## config.mk

```make
export PLATFORM = sky130hd
export DESIGN_NAME = divisor_enumerator_core
export DESIGN_NICKNAME = d
export VERILOG_FILES = /design/src/hdl/divenum_pkg.sv /design/src/hdl/divenum_div.sv /design/src/hdl/divenum_dp.sv /design/src/hdl/divenum_ctrl.sv /design/src/hdl/divisor_enumerator_core.sv
export SDC_FILE = /design/constraint.sdc
export NUM_CORES = 1
export LEC_CHECK = 0
export ABC_AREA = 1
export BUFFER_PORTS_ARGS = -buffer_cell sky130_fd_sc_hd__buf_2
export CAP_MARGIN = 40
export CORE_MARGIN = 2
export CORE_UTILIZATION = 55
export CTS_BUF_LIST = sky130_fd_sc_hd__clkbuf_2
export DETAILED_ROUTE_END_ITERATION = 10
export PLACE_DENSITY = 0.78
export SKIP_LAST_GASP = 1
export SLEW_MARGIN = 20
export SYNTH_ARGS = -nofsm -noshare
export SYNTH_HDL_FRONTEND = slang
export SYNTH_SLANG_ARGS = --single-unit
```

## constraint.sdc

```tcl
create_clock -name clk -period 13.96 [get_ports clk]
set_clock_uncertainty 0.1 [all_clocks]
set_input_delay 0 -clock clk [delete_from_list [all_inputs] [get_ports clk]]
set_output_delay 0 -clock clk [all_outputs]
set_load 0.02 [all_outputs]
```

## src/hdl/divenum_pkg.sv

```systemverilog
// shared constants, controller states and controller/datapath interface types
package divenum_pkg;

  localparam int NUM_WIDTH_DEF = 13;
  localparam int MAX_SMALL_DEF = 32;

  typedef enum logic [3:0] {
    ST_IDLE,
    ST_CHECK,
    ST_TDIV,
    ST_S_RD,
    ST_S_LD,
    ST_S_OUT,
    ST_L_RD,
    ST_L_START,
    ST_L_WAIT,
    ST_L_OUT
  } ctrl_state_t;

  typedef struct packed {
    logic load;
    logic div_start;
    logic div_from_mem;
    logic store;
    logic d_inc;
    logic idx_clear;
    logic idx_mirror;
    logic idx_inc;
    logic idx_dec;
    logic rd_en;
    logic out_small;
    logic out_large;
    logic out_last;
  } dp_cmd_t;

  typedef struct packed {
    logic n_zero;
    logic dd_le;
    logic div_done;
    logic small_last;
    logic mirror_zero;
    logic idx_first;
  } dp_status_t;

endpackage

```

## src/hdl/divenum_div.sv

```systemverilog
// restoring radix-2 divider, one quotient bit per cycle
module divenum_div
  import divenum_pkg::*;
#(
  parameter int NUM_WIDTH = NUM_WIDTH_DEF,
  parameter int SD_W      = (NUM_WIDTH_DEF + 1) / 2
) (
  input  logic                 clk,
  input  logic                 rst_n,
  input  logic                 start,
  input  logic [NUM_WIDTH-1:0] dividend,
  input  logic [SD_W-1:0]      divisor,
  output logic                 done,
  output logic [NUM_WIDTH-1:0] quotient,
  output logic [SD_W-1:0]      remainder
);

  localparam int STEP_W = $clog2(NUM_WIDTH + 1);

  logic                 busy_r, busy_nxt;
  logic [STEP_W-1:0]    step_r, step_nxt;
  logic [NUM_WIDTH-1:0] q_r;
  logic [SD_W-1:0]      rem_r;
  logic [SD_W-1:0]      dv_r;
  logic [SD_W:0]        trial;
  logic                 fits;

  assign trial = {rem_r, q_r[NUM_WIDTH-1]};
  assign fits  = (trial >= {1'b0, dv_r});
  assign done  = busy_r && (step_r == '0);

  always_comb begin
    busy_nxt = busy_r;
    step_nxt = step_r;
    if (start) begin
      busy_nxt = 1'b1;
      step_nxt = STEP_W'(NUM_WIDTH);
    end else if (done) begin
      busy_nxt = 1'b0;
    end else if (busy_r) begin
      step_nxt = step_r - 1'b1;
    end
  end

  always_ff @(posedge clk) begin
    if (!rst_n) begin
      busy_r <= 1'b0;
      step_r <= '0;
    end else begin
      busy_r <= busy_nxt;
      step_r <= step_nxt;
    end
  end

  always_ff @(posedge clk) begin
    if (start) begin
      q_r   <= dividend;
      rem_r <= '0;
      dv_r  <= divisor;
    end else if (busy_r && (step_r != '0)) begin
      q_r <= {q_r[NUM_WIDTH-2:0], fits};
      if (fits) begin
        rem_r <= SD_W'(trial - {1'b0, dv_r});
      end else begin
        rem_r <= trial[SD_W-1:0];
      end
    end
  end

  assign quotient  = q_r;
  assign remainder = rem_r;

endmodule

```

## src/hdl/divenum_dp.sv

```systemverilog
// datapath: trial counter, square test, small divisor store, divider and result register
module divenum_dp
  import divenum_pkg::*;
#(
  parameter int NUM_WIDTH = NUM_WIDTH_DEF,
  parameter int MAX_SMALL = MAX_SMALL_DEF
) (
  input  logic                 clk,
  input  logic                 rst_n,
  input  logic [NUM_WIDTH-1:0] in_number,
  input  dp_cmd_t              cmd,
  output dp_status_t           status,
  output logic [NUM_WIDTH-1:0] out_divisor,
  output logic                 out_is_last
);

  localparam int SD_W  = (NUM_WIDTH + 1) / 2;
  localparam int D_W   = SD_W + 1;
  localparam int SQ_W  = 2 * D_W;
  localparam int IDX_W = $clog2(MAX_SMALL);
  localparam int CNT_W = $clog2(MAX_SMALL + 1);

  logic [NUM_WIDTH-1:0] n_r;
  logic [D_W-1:0]       d_r;
  logic [CNT_W-1:0]     cnt_r;
  logic                 sq_r;
  logic [IDX_W-1:0]     idx_r;
  logic [SD_W-1:0]      mem [MAX_SMALL];
  logic [SD_W-1:0]      rd_data_r;
  logic [NUM_WIDTH-1:0] out_divisor_r;
  logic                 out_is_last_r;

  logic [SQ_W-1:0]      dd;
  logic [SQ_W-1:0]      n_ext;
  logic                 dd_eq;
  logic                 mem_we;
  logic [CNT_W-1:0]     mirror;
  logic [SD_W-1:0]      div_dv;
  logic                 div_done;
  logic [NUM_WIDTH-1:0] div_q;
  logic [SD_W-1:0]      div_rem;

  assign dd     = d_r * d_r;
  assign n_ext  = SQ_W'(n_r);
  assign dd_eq  = (dd == n_ext);
  assign mirror = cnt_r - CNT_W'(sq_r);
  // a trial divisor is only stored while the store has room
  assign mem_we = cmd.store && (div_rem == '0) && (cnt_r < CNT_W'(MAX_SMALL));
  assign div_dv = cmd.div_from_mem ? rd_data_r : d_r[SD_W-1:0];

  divenum_div #(
    .NUM_WIDTH (NUM_WIDTH),
    .SD_W      (SD_W)
  ) u_div (
    .clk       (clk),
    .rst_n     (rst_n),
    .start     (cmd.div_start),
    .dividend  (n_r),
    .divisor   (div_dv),
    .done      (div_done),
    .quotient  (div_q),
    .remainder (div_rem)
  );

  always_ff @(posedge clk) begin
    if (!rst_n) begin
      cnt_r <= '0;
      sq_r  <= 1'b0;
      d_r   <= '0;
      idx_r <= '0;
    end else begin
      if (cmd.load) begin
        cnt_r <= '0;
        sq_r  <= 1'b0;
        d_r   <= D_W'(1);
      end else begin
        if (mem_we) begin
          cnt_r <= cnt_r + 1'b1;
          sq_r  <= dd_eq;
        end
        if (cmd.d_inc) begin
          d_r <= d_r + 1'b1;
        end
      end
      if (cmd.idx_clear) begin
        idx_r <= '0;
      end else if (cmd.idx_mirror) begin
        idx_r <= IDX_W'(mirror - 1'b1);
      end else if (cmd.idx_inc) begin
        idx_r <= idx_r + 1'b1;
      end else if (cmd.idx_dec) begin
        idx_r <= idx_r - 1'b1;
      end
    end
  end

  always_ff @(posedge clk) begin
    if (cmd.load) begin
      n_r <= in_number;
    end
  end

  always_ff @(posedge clk) begin
    if (mem_we) begin
      mem[cnt_r[IDX_W-1:0]] <= d_r[SD_W-1:0];
    end
    if (cmd.rd_en) begin
      rd_data_r <= mem[idx_r];
    end
  end

  always_ff @(posedge clk) begin
    if (cmd.out_small) begin
      out_divisor_r <= NUM_WIDTH'(rd_data_r);
      out_is_last_r <= cmd.out_last;
    end else if (cmd.out_large) begin
      out_divisor_r <= div_q;
      out_is_last_r <= cmd.out_last;
    end
  end

  assign status.n_zero      = (n_r == '0);
  assign status.dd_le       = (dd <= n_ext);
  assign status.div_done    = div_done;
  assign status.small_last  = (CNT_W'(idx_r) + 1'b1 == cnt_r);
  assign status.mirror_zero = (mirror == '0);
  assign status.idx_first   = (idx_r == '0);

  assign out_divisor = out_divisor_r;
  assign out_is_last = out_is_last_r;

endmodule

```

## src/hdl/divenum_ctrl.sv

```systemverilog
// controller: sequences trial division, small divisor readout and mirrored divisions
module divenum_ctrl
  import divenum_pkg::*;
(
  input  logic       clk,
  input  logic       rst_n,
  input  logic       in_valid,
  output logic       in_ready,
  output logic       out_valid,
  input  logic       out_ready,
  input  dp_status_t status,
  output dp_cmd_t    cmd
);

  ctrl_state_t state_r, state_nxt;

  always_ff @(posedge clk) begin
    if (!rst_n) begin
      state_r <= ST_IDLE;
    end else begin
      state_r <= state_nxt;
    end
  end

  always_comb begin
    state_nxt = state_r;
    cmd       = '0;
    in_ready  = 1'b0;
    out_valid = 1'b0;
    unique case (state_r)
      ST_IDLE: begin
        in_ready = 1'b1;
        if (in_valid) begin
          cmd.load  = 1'b1;
          state_nxt = ST_CHECK;
        end
      end
      ST_CHECK: begin
        if (status.n_zero) begin
          state_nxt = ST_IDLE;
        end else if (status.dd_le) begin
          cmd.div_start = 1'b1;
          state_nxt     = ST_TDIV;
        end else begin
          cmd.idx_clear = 1'b1;
          state_nxt     = ST_S_RD;
        end
      end
      ST_TDIV: begin
        if (status.div_done) begin
          cmd.store = 1'b1;
          cmd.d_inc = 1'b1;
          state_nxt = ST_CHECK;
        end
      end
      ST_S_RD: begin
        cmd.rd_en = 1'b1;
        state_nxt = ST_S_LD;
      end
      ST_S_LD: begin
        cmd.out_small = 1'b1;
        cmd.out_last  = status.small_last && status.mirror_zero;
        state_nxt     = ST_S_OUT;
      end
      ST_S_OUT: begin
        out_valid = 1'b1;
        if (out_ready) begin
          priority if (!status.small_last) begin
            cmd.idx_inc = 1'b1;
            state_nxt   = ST_S_RD;
          end else if (status.mirror_zero) begin
            state_nxt = ST_IDLE;
          end else begin
            cmd.idx_mirror = 1'b1;
            state_nxt      = ST_L_RD;
          end
        end
      end
      ST_L_RD: begin
        cmd.rd_en = 1'b1;
        state_nxt = ST_L_START;
      end
      ST_L_START: begin
        cmd.div_start    = 1'b1;
        cmd.div_from_mem = 1'b1;
        state_nxt        = ST_L_WAIT;
      end
      ST_L_WAIT: begin
        if (status.div_done) begin
          cmd.out_large = 1'b1;
          cmd.out_last  = status.idx_first;
          state_nxt     = ST_L_OUT;
        end
      end
      ST_L_OUT: begin
        out_valid = 1'b1;
        if (out_ready) begin
          if (status.idx_first) begin
            state_nxt = ST_IDLE;
          end else begin
            cmd.idx_dec = 1'b1;
            state_nxt   = ST_L_RD;
          end
        end
      end
      default: begin
        state_nxt = ST_IDLE;
      end
    endcase
  end

endmodule

```

## src/hdl/divisor_enumerator_core.sv

```systemverilog
// Takes one number at a time and returns all of its divisors in ascending order,
// one result request per divisor, with out_is_last set on the final one (the number
// itself). Candidates d = 1, 2, ... with d*d <= number are tried on a shared
// restoring divider that yields one quotient bit per cycle; hits are kept in an
// on-chip store of MAX_SMALL entries. Then the stored divisors are returned and
// their mirrors number / d are computed on the same divider in reverse order, with
// a perfect square's root given once. A new number is taken only after the last
// result of the previous one has been delivered; a zero input yields no results.
module divisor_enumerator_core
  import divenum_pkg::*;
#(
  parameter int NUM_WIDTH = NUM_WIDTH_DEF,
  parameter int MAX_SMALL = MAX_SMALL_DEF
) (
  input  logic                 clk,
  input  logic                 rst_n,
  input  logic                 in_valid,
  output logic                 in_ready,
  input  logic [NUM_WIDTH-1:0] in_number,
  output logic                 out_valid,
  input  logic                 out_ready,
  output logic [NUM_WIDTH-1:0] out_divisor,
  output logic                 out_is_last
);

  dp_cmd_t    cmd;
  dp_status_t status;

  divenum_ctrl u_ctrl (
    .clk       (clk),
    .rst_n     (rst_n),
    .in_valid  (in_valid),
    .in_ready  (in_ready),
    .out_valid (out_valid),
    .out_ready (out_ready),
    .status    (status),
    .cmd       (cmd)
  );

  divenum_dp #(
    .NUM_WIDTH (NUM_WIDTH),
    .MAX_SMALL (MAX_SMALL)
  ) u_dp (
    .clk         (clk),
    .rst_n       (rst_n),
    .in_number   (in_number),
    .cmd         (cmd),
    .status      (status),
    .out_divisor (out_divisor),
    .out_is_last (out_is_last)
  );

endmodule

```

==> flow_summary.toml, run 1 <==
[run_status]
status = "completed"

[placed_design]
io_buffers = 32
dpl_cell_area_sq_um = 15900
dp_hpwl_um = 23000
dp_slack_ns = 7.88
place.gp.congestion = 0.916
dp_cells = 1846

[cells_and_area]
layout_commonest_cell = "edfxtp_1"
final_cell_area_sq_um = 17000
fin_cells = 2020
most-common-layout-cells = "272 x edfxtp_1, 215 x nor2_1, 186 x nand2_1"
drive_above_1_share_pct = 12.1
area_growth_pct = 10.0
final_core_util_pct = 61.4
nNetsFinal = 1687

[global_routing]
antenna_found_initial = 1
grt_max_degree = 96
grt_pass1_vias = 11000
grt_pass1_wl_um = 57300
gr-usage-all-layers_pct = 25.2
grt_overflow_total = 0

[pwr]
p_total_mw = 2.10
peakVddDrop_mv = 0.0530
power_density_nw_per_um2 = 124
leakagePower_nw = 6.90

[detailed_routing]
num_vias = 11600
antenna_left = 0
wire_per_inst_um = 18.1
wl_um = 36600
drc_errors = 0
dr.first_iter.drc_count = 1469
via_per_inst = 5.73
first_pass_iters = 5

[clock_network]
clock_latency_ns = 0.92
numCtsBuffers = 77
clock-sinks = 314
cts_tree = "yes"
htree_levels = 3
cts-root-buf = "clkbuf_2"
clock_path_buffers = 3
cts_resized = 0
path_clk_slew_ns = 0.12

[worst_setup_path]
critPathSlowestCell = "fa_1"
worstSetupEndpointType = "flip-flop"
start_kind = "flip-flop"
crit_type = "flip-flop to flip-flop"
crit_arrival_ns = 6.47
critical-path-top-delay-family = "adder cells"
worst-path-buf-inv = 5
required_ns = 14.25
cp_max_fo = 43
cpPeakStageDelay_ns = 0.55

[sta]
setup_viol = 0
finalCritPeriodShare_pct = 44.3
post-route-min-period_ns = 6.18
grt_setup_unrepaired = "false"
timing.setup.tns_ns = 0
worstMarginPinSlew_ns = 0.928
slew_headroom_pct = 37.7
finalWorstSetupSlack_ns = 7.78
slew_violations = 0
fmax_mhz = 162
hold_viol = 0
hold_ws_ns = 0.0843

[floorplanning]
start_util_pct = 55.8
coreArea_sq_um = 27700
num_rows = 61
die_x_um = 172
die_h_um = 172
ios = 33
die-area_sq_um = 29500

[synth]
yosysWarnings = 0
postSynthAreaPerCell_sq_um = 10.4
synth_largest_area_cell = "edfxtp_1"
netlist_area_sq_um = 15500
netlist_instances = 1487
ys_top_cells_by_area = "edfxtp_1 53%, dfxtp_1 5.4%, nor2_1 5.2%"
synthDistinctLibCells = 54
synth_top_cell_area_share_pct = 52.8
ys_seq_area_share_pct = 58.2
synth_fp_nets = 1593
synth-seq-cells = 314

[hold_path]
hp-class = "input port to flip-flop"

[run]
drv_cap = 0
==> report_power, final <==
| group | switching [mW] | internal [mW] |
|---|---|---|
| Combinational | 0.248 | 0.113 |
| Sequential | 0.0380 | 1.10 |
| Clock | 0.379 | 0.220 |
| Total | 0.665 | 1.44 |
==> layout make-up <==
class | instances | area, sq um
antenna | 1 | 2.50
clock buffer | 110 | 551
clock inverter | 29 | 153
fill | 2197 | 10700
inverter | 164 | 616
multi-input combinational | 943 | 5570
sequential | 314 | 9010
tap | 378 | 473
timing repair buffer | 81 | 644
==> logic make-up (layout without fill, tap and decap cells) <==
group                      after synthesis  count (layout)  share of synthesized area (%)
buffers and inverters                  230             384                           5.78
other                                    2               3                         0.0486
DFF                                    314             314                           58.2
AOI/OAI and AO/OA                      317             317                           11.7
muxes                                    1               1                         0.0728
xor gates and xnor gates                44              44                           2.49
and+or+nand+nor                        490             490                           13.3
adders and majority gates               89              89                           8.41
==> flip-flops by register name, indices dropped and copies added (netlist names) <==
signal / count
u_dp.mem: 224
u_dp.n_r: 13
u_dp.out_divisor: 13
u_dp.u_div.quotient: 13
u_dp.d_r: 8
u_dp.rd_data_r: 7
u_dp.u_div.dv_r: 7
u_dp.u_div.remainder: 7
u_dp.cnt_r: 6
u_dp.idx_r: 5
u_ctrl.state_r: 4
u_dp.u_div.step_r: 4
u_dp.out_is_last: 1
u_dp.sq_r: 1
u_dp.u_div.busy_r: 1
==> cells in the mapped netlist, drive strengths merged <==
| cell type | number |
|---|---|
| xnor2 | 19 |
| nor4 | 3 |
| conb | 2 |
| buf | 11 |
| o32ai | 1 |
| xor2 | 25 |
| or2 | 4 |
| ha | 64 |
| nand2 | 190 |
| a221oi | 5 |
| a32oi | 1 |
| a211oi | 3 |
| o211ai | 1 |
| mux2 | 1 |
| o21bai | 1 |
| a21oi | 58 |
| o311ai | 1 |
| nor3b | 2 |
| a31oi | 10 |
| nor2 | 217 |
| nand3b | 1 |
| clkinv | 1 |
| edfxtp | 272 |
| o31ai | 1 |
| nor3 | 14 |
| dfxtp | 42 |
| a311oi | 1 |
| nand3 | 48 |
| nand4 | 11 |
| inv | 163 |
| o21ai | 172 |
| o221ai | 16 |
| o2111ai | 1 |
| fa | 25 |
| o211a | 1 |
| clkbuf | 55 |
| o22ai | 40 |
| o21a | 4 |
==> worst paths after layout <==
kind	cells after the start	start	slack [ns]	end
max reg2reg	26	u_dp.d_r[5]$_SDFFE_PP0P_	7.78	u_dp.u_div.quotient[3]$_DFFE_PP_
min reg2reg	2	u_dp.u_div.remainder[1]$_SDFFE_PP0P_	0.42	u_dp.u_div.remainder[1]$_SDFFE_PP0P_
max	26	u_dp.d_r[5]$_SDFFE_PP0P_	7.78	u_dp.u_div.quotient[3]$_DFFE_PP_
min	4	rst_n	0.08	u_dp.idx_r[4]$_SDFFE_PP0P_
==> per-layer routing <==
layer | part of all wire (%) | vias to the layer above | GRT usage [%]
met5 | 0 | - | 0
met4 | 2.6 | 0 | 8.70
met3 | 9.7 | 89 | 4.21
met2 | 47 | 623 | 40.6
met1 | 40 | 5473 | 34.8
li1 | - | 5381 | -
==> worst register-to-register path: stages, from the launching register on <==
cell and delay, ns:
dfxtp_1 0.33, buf_4 0.41, nand2_1 0.11, inv_1 0.11
fa_1 0.44, fa_1 0.55, inv_1 0.06, fa_1 0.51
fa_1 0.54, inv_1 0.04, ha_1 0.34, nand2_1 0.10
inv_1 0.04, nand2_1 0.05, nand2_1 0.06, a21oi_1 0.20
nor2_1 0.06, nor2_1 0.11, xnor2_1 0.09, ha_1 0.28
nand3_1 0.13, nor2_4 0.17, nand3_1 0.10, nand3_2 0.12
nand2_2 0.07, nand2_4 0.11, nand3_1 0.48
==> repair_timing <==
item                      in CTS  in global routing
hold endpoints to repair      53                  0
buffers inserted               0                  0
hold buffers                  32                  0
(Power assumes the default switching activity.)
==> run 2, diff against run 1 <==
clock period = 6.34 ns   (was 13.96 ns; I/O delays follow)
==> run 2 against run 1 <==
  * Critical path depth decreased by 1
  * Maximum frequency is 5.1% higher
  * Final area about the same
  * Routed wire length increased by 1.1%
  * Via count shrank 0.81%
  * Utilization about the same
  * Count of clock-buffer cells in the layout is 10 higher
  * Largest power group unchanged
  * Clock power rose by 120%
  * First-iteration DRC count decreased by 25%
  * Global-route usage up 0.58 points
  * Total power grew 120%
==> flow_summary.toml, run 2 (synthesis gave the netlist of run 1 again) <==
[placed_design]
io_buffers = 32
dp_hpwl_um = 23100
dp_slack_ns = 0.444
dp_cells = 1849
dpl_cell_area_sq_um = 16000
place.gp.congestion = 0.888

[clock_network]
clock_latency_ns = 0.92
clock_path_buffers = 3
numCtsBuffers = 79
clock-sinks = 314
cts_tree = "yes"
cts-root-buf = "clkbuf_2"
htree_levels = 3
path_clk_slew_ns = 0.10

[worst_setup_path]
cp_max_fo = 38
crit_arrival_ns = 6.40
start_kind = "flip-flop"
required_ns = 6.85
crit_type = "flip-flop to flip-flop"
worstSetupEndpointType = "flip-flop"

[floorplanning]
start_util_pct = 55.8
die-area_sq_um = 29500
num_rows = 61
die_h_um = 172
die_x_um = 172
ios = 33
coreArea_sq_um = 27700

[run_status]
status = "completed"

[global_routing]
grt_pass1_vias = 11300
grt_pass1_wl_um = 58200
grt_overflow_total = 0
antenna_found_initial = 2
grt_max_degree = 86
gr-usage-all-layers_pct = 25.8

[sta]
post-route-min-period_ns = 5.89
grt_setup_unrepaired = "false"
timing.setup.tns_ns = 0
slew_headroom_pct = 43.2
finalWorstSetupSlack_ns = 0.455
finalCritPeriodShare_pct = 92.8
worstMarginPinSlew_ns = 0.846
slew_violations = 0
hold_viol = 0
setup_viol = 0
fmax_mhz = 170

[cells_and_area]
layout_commonest_cell = "edfxtp_1"
final_core_util_pct = 61.4
fin_cells = 2020
area_growth_pct = 9.97
drive_above_1_share_pct = 12.7
largest_reg_flops = 224
final_cell_area_sq_um = 17000
most-common-layout-cells = "272 x edfxtp_1, 215 x nor2_1, 186 x nand2_1"
nNetsFinal = 1692

[pwr]
power_density_nw_per_um2 = 274
leakagePower_nw = 6.94
peakVddDrop_mv = 0.133

[detailed_routing]
antenna_left = 0
num_vias = 11500
dr.first_iter.drc_count = 1107
drc_errors = 0
wire_per_inst_um = 18.3
first_pass_iters = 7
wl_um = 37000
via_per_inst = 5.68

[hold_path]
hp-class = "input port to flip-flop"

[run]
drv_cap = 0
## run 2: changes by cell type in the layout (fill, tap and decap cells not counted), moves of 2 or more
cell and change:
clkinv_1 -12, buf_4 +4, dlygate4sd3_1 +2, clkbuf_2 +10
## run 2: layout make-up
type                    instances  area [sq um]
fillers                      2195         10700
well taps                     378           473
repair buffers                 84           636
inverters                     164           616
multi-input cells             943          5570
clock inverters                16           101
diodes                          1          2.50
flip-flops and latches        314          9010
clock buffers                 120           601
## run 2: what timing repair did
action                                  CTS  global route
hold endpoints to repair                 55             0
hold buffers                             34             0
buffers inserted                          0             0
gates resized for setup                   0             1
endpoints found under the setup margin    0             6
## run 2: worst paths after layout
path / from / to / slack [ns] / cells after the start
worst max-delay path: u_dp.d_r[7]$_SDFFE_PP0P_ / u_dp.u_div.quotient[2]$_DFFE_PP_ / 0.45 / 25
worst min-delay path: out_ready / u_dp.idx_r[3]$_SDFFE_PP0P_ / 0.11 / 5
worst max register to register: u_dp.d_r[7]$_SDFFE_PP0P_ / u_dp.u_div.quotient[2]$_DFFE_PP_ / 0.45 / 25
worst min register to register: u_dp.u_div.quotient[9]$_DFFE_PP_ / u_dp.out_divisor[9]$_SDFFE_PP0P_ / 0.42 / 2
## run 2: where the power goes
group	internal (mW)	total (mW)	switching (mW)
Sequential	2.43	2.52	0.0912
Combinational	0.254	0.808	0.554
Clock	0.512	1.34	0.824
## run 2: critical path, cell delays in order, from the launching register on
cell     delay (ns)
dfxtp_1        0.49
nand2_1        0.12
fa_1           0.52
inv_1          0.07
fa_1           0.50
fa_1           0.54
inv_1          0.05
fa_1           0.53
inv_1          0.04
ha_1           0.35
nand2_1        0.12
inv_1          0.04
nand2_1        0.06
nand2_1        0.07
a21oi_1        0.21
nor2_1         0.08
nor2_1         0.11
xnor2_1        0.09
ha_1           0.28
nand3_1        0.12
nor2_4         0.17
nand4_2        0.17
nand2_2        0.17
nand2_4        0.11
nand2_4        0.41
o21ai_1        0.13
## run 2: metrics by stage
stage,total power [mW],hold WS [ns]
floorplan,3.11,-0.00795
global placement,3.30,0.0796
detailed placement,3.33,0.0784
CTS,4.66,0.0438
global route,4.88,0.177
finish,4.67,0.108
## run 2: routing by layer
| metal | routed length [um] | GRT usage [%] | vias up | share of wire (%) |
|---|---|---|---|---|
| li1 | - | - | 5385 | - |
| met4 | 1090 | 11.1 | 2 | 2.9 |
| met2 | 17700 | 41.6 | 583 | 48 |
| met5 | 13 | 0 | - | 0.035 |
| met3 | 3510 | 6.10 | 99 | 9.5 |
| met1 | 14700 | 33.4 | 5403 | 40 |
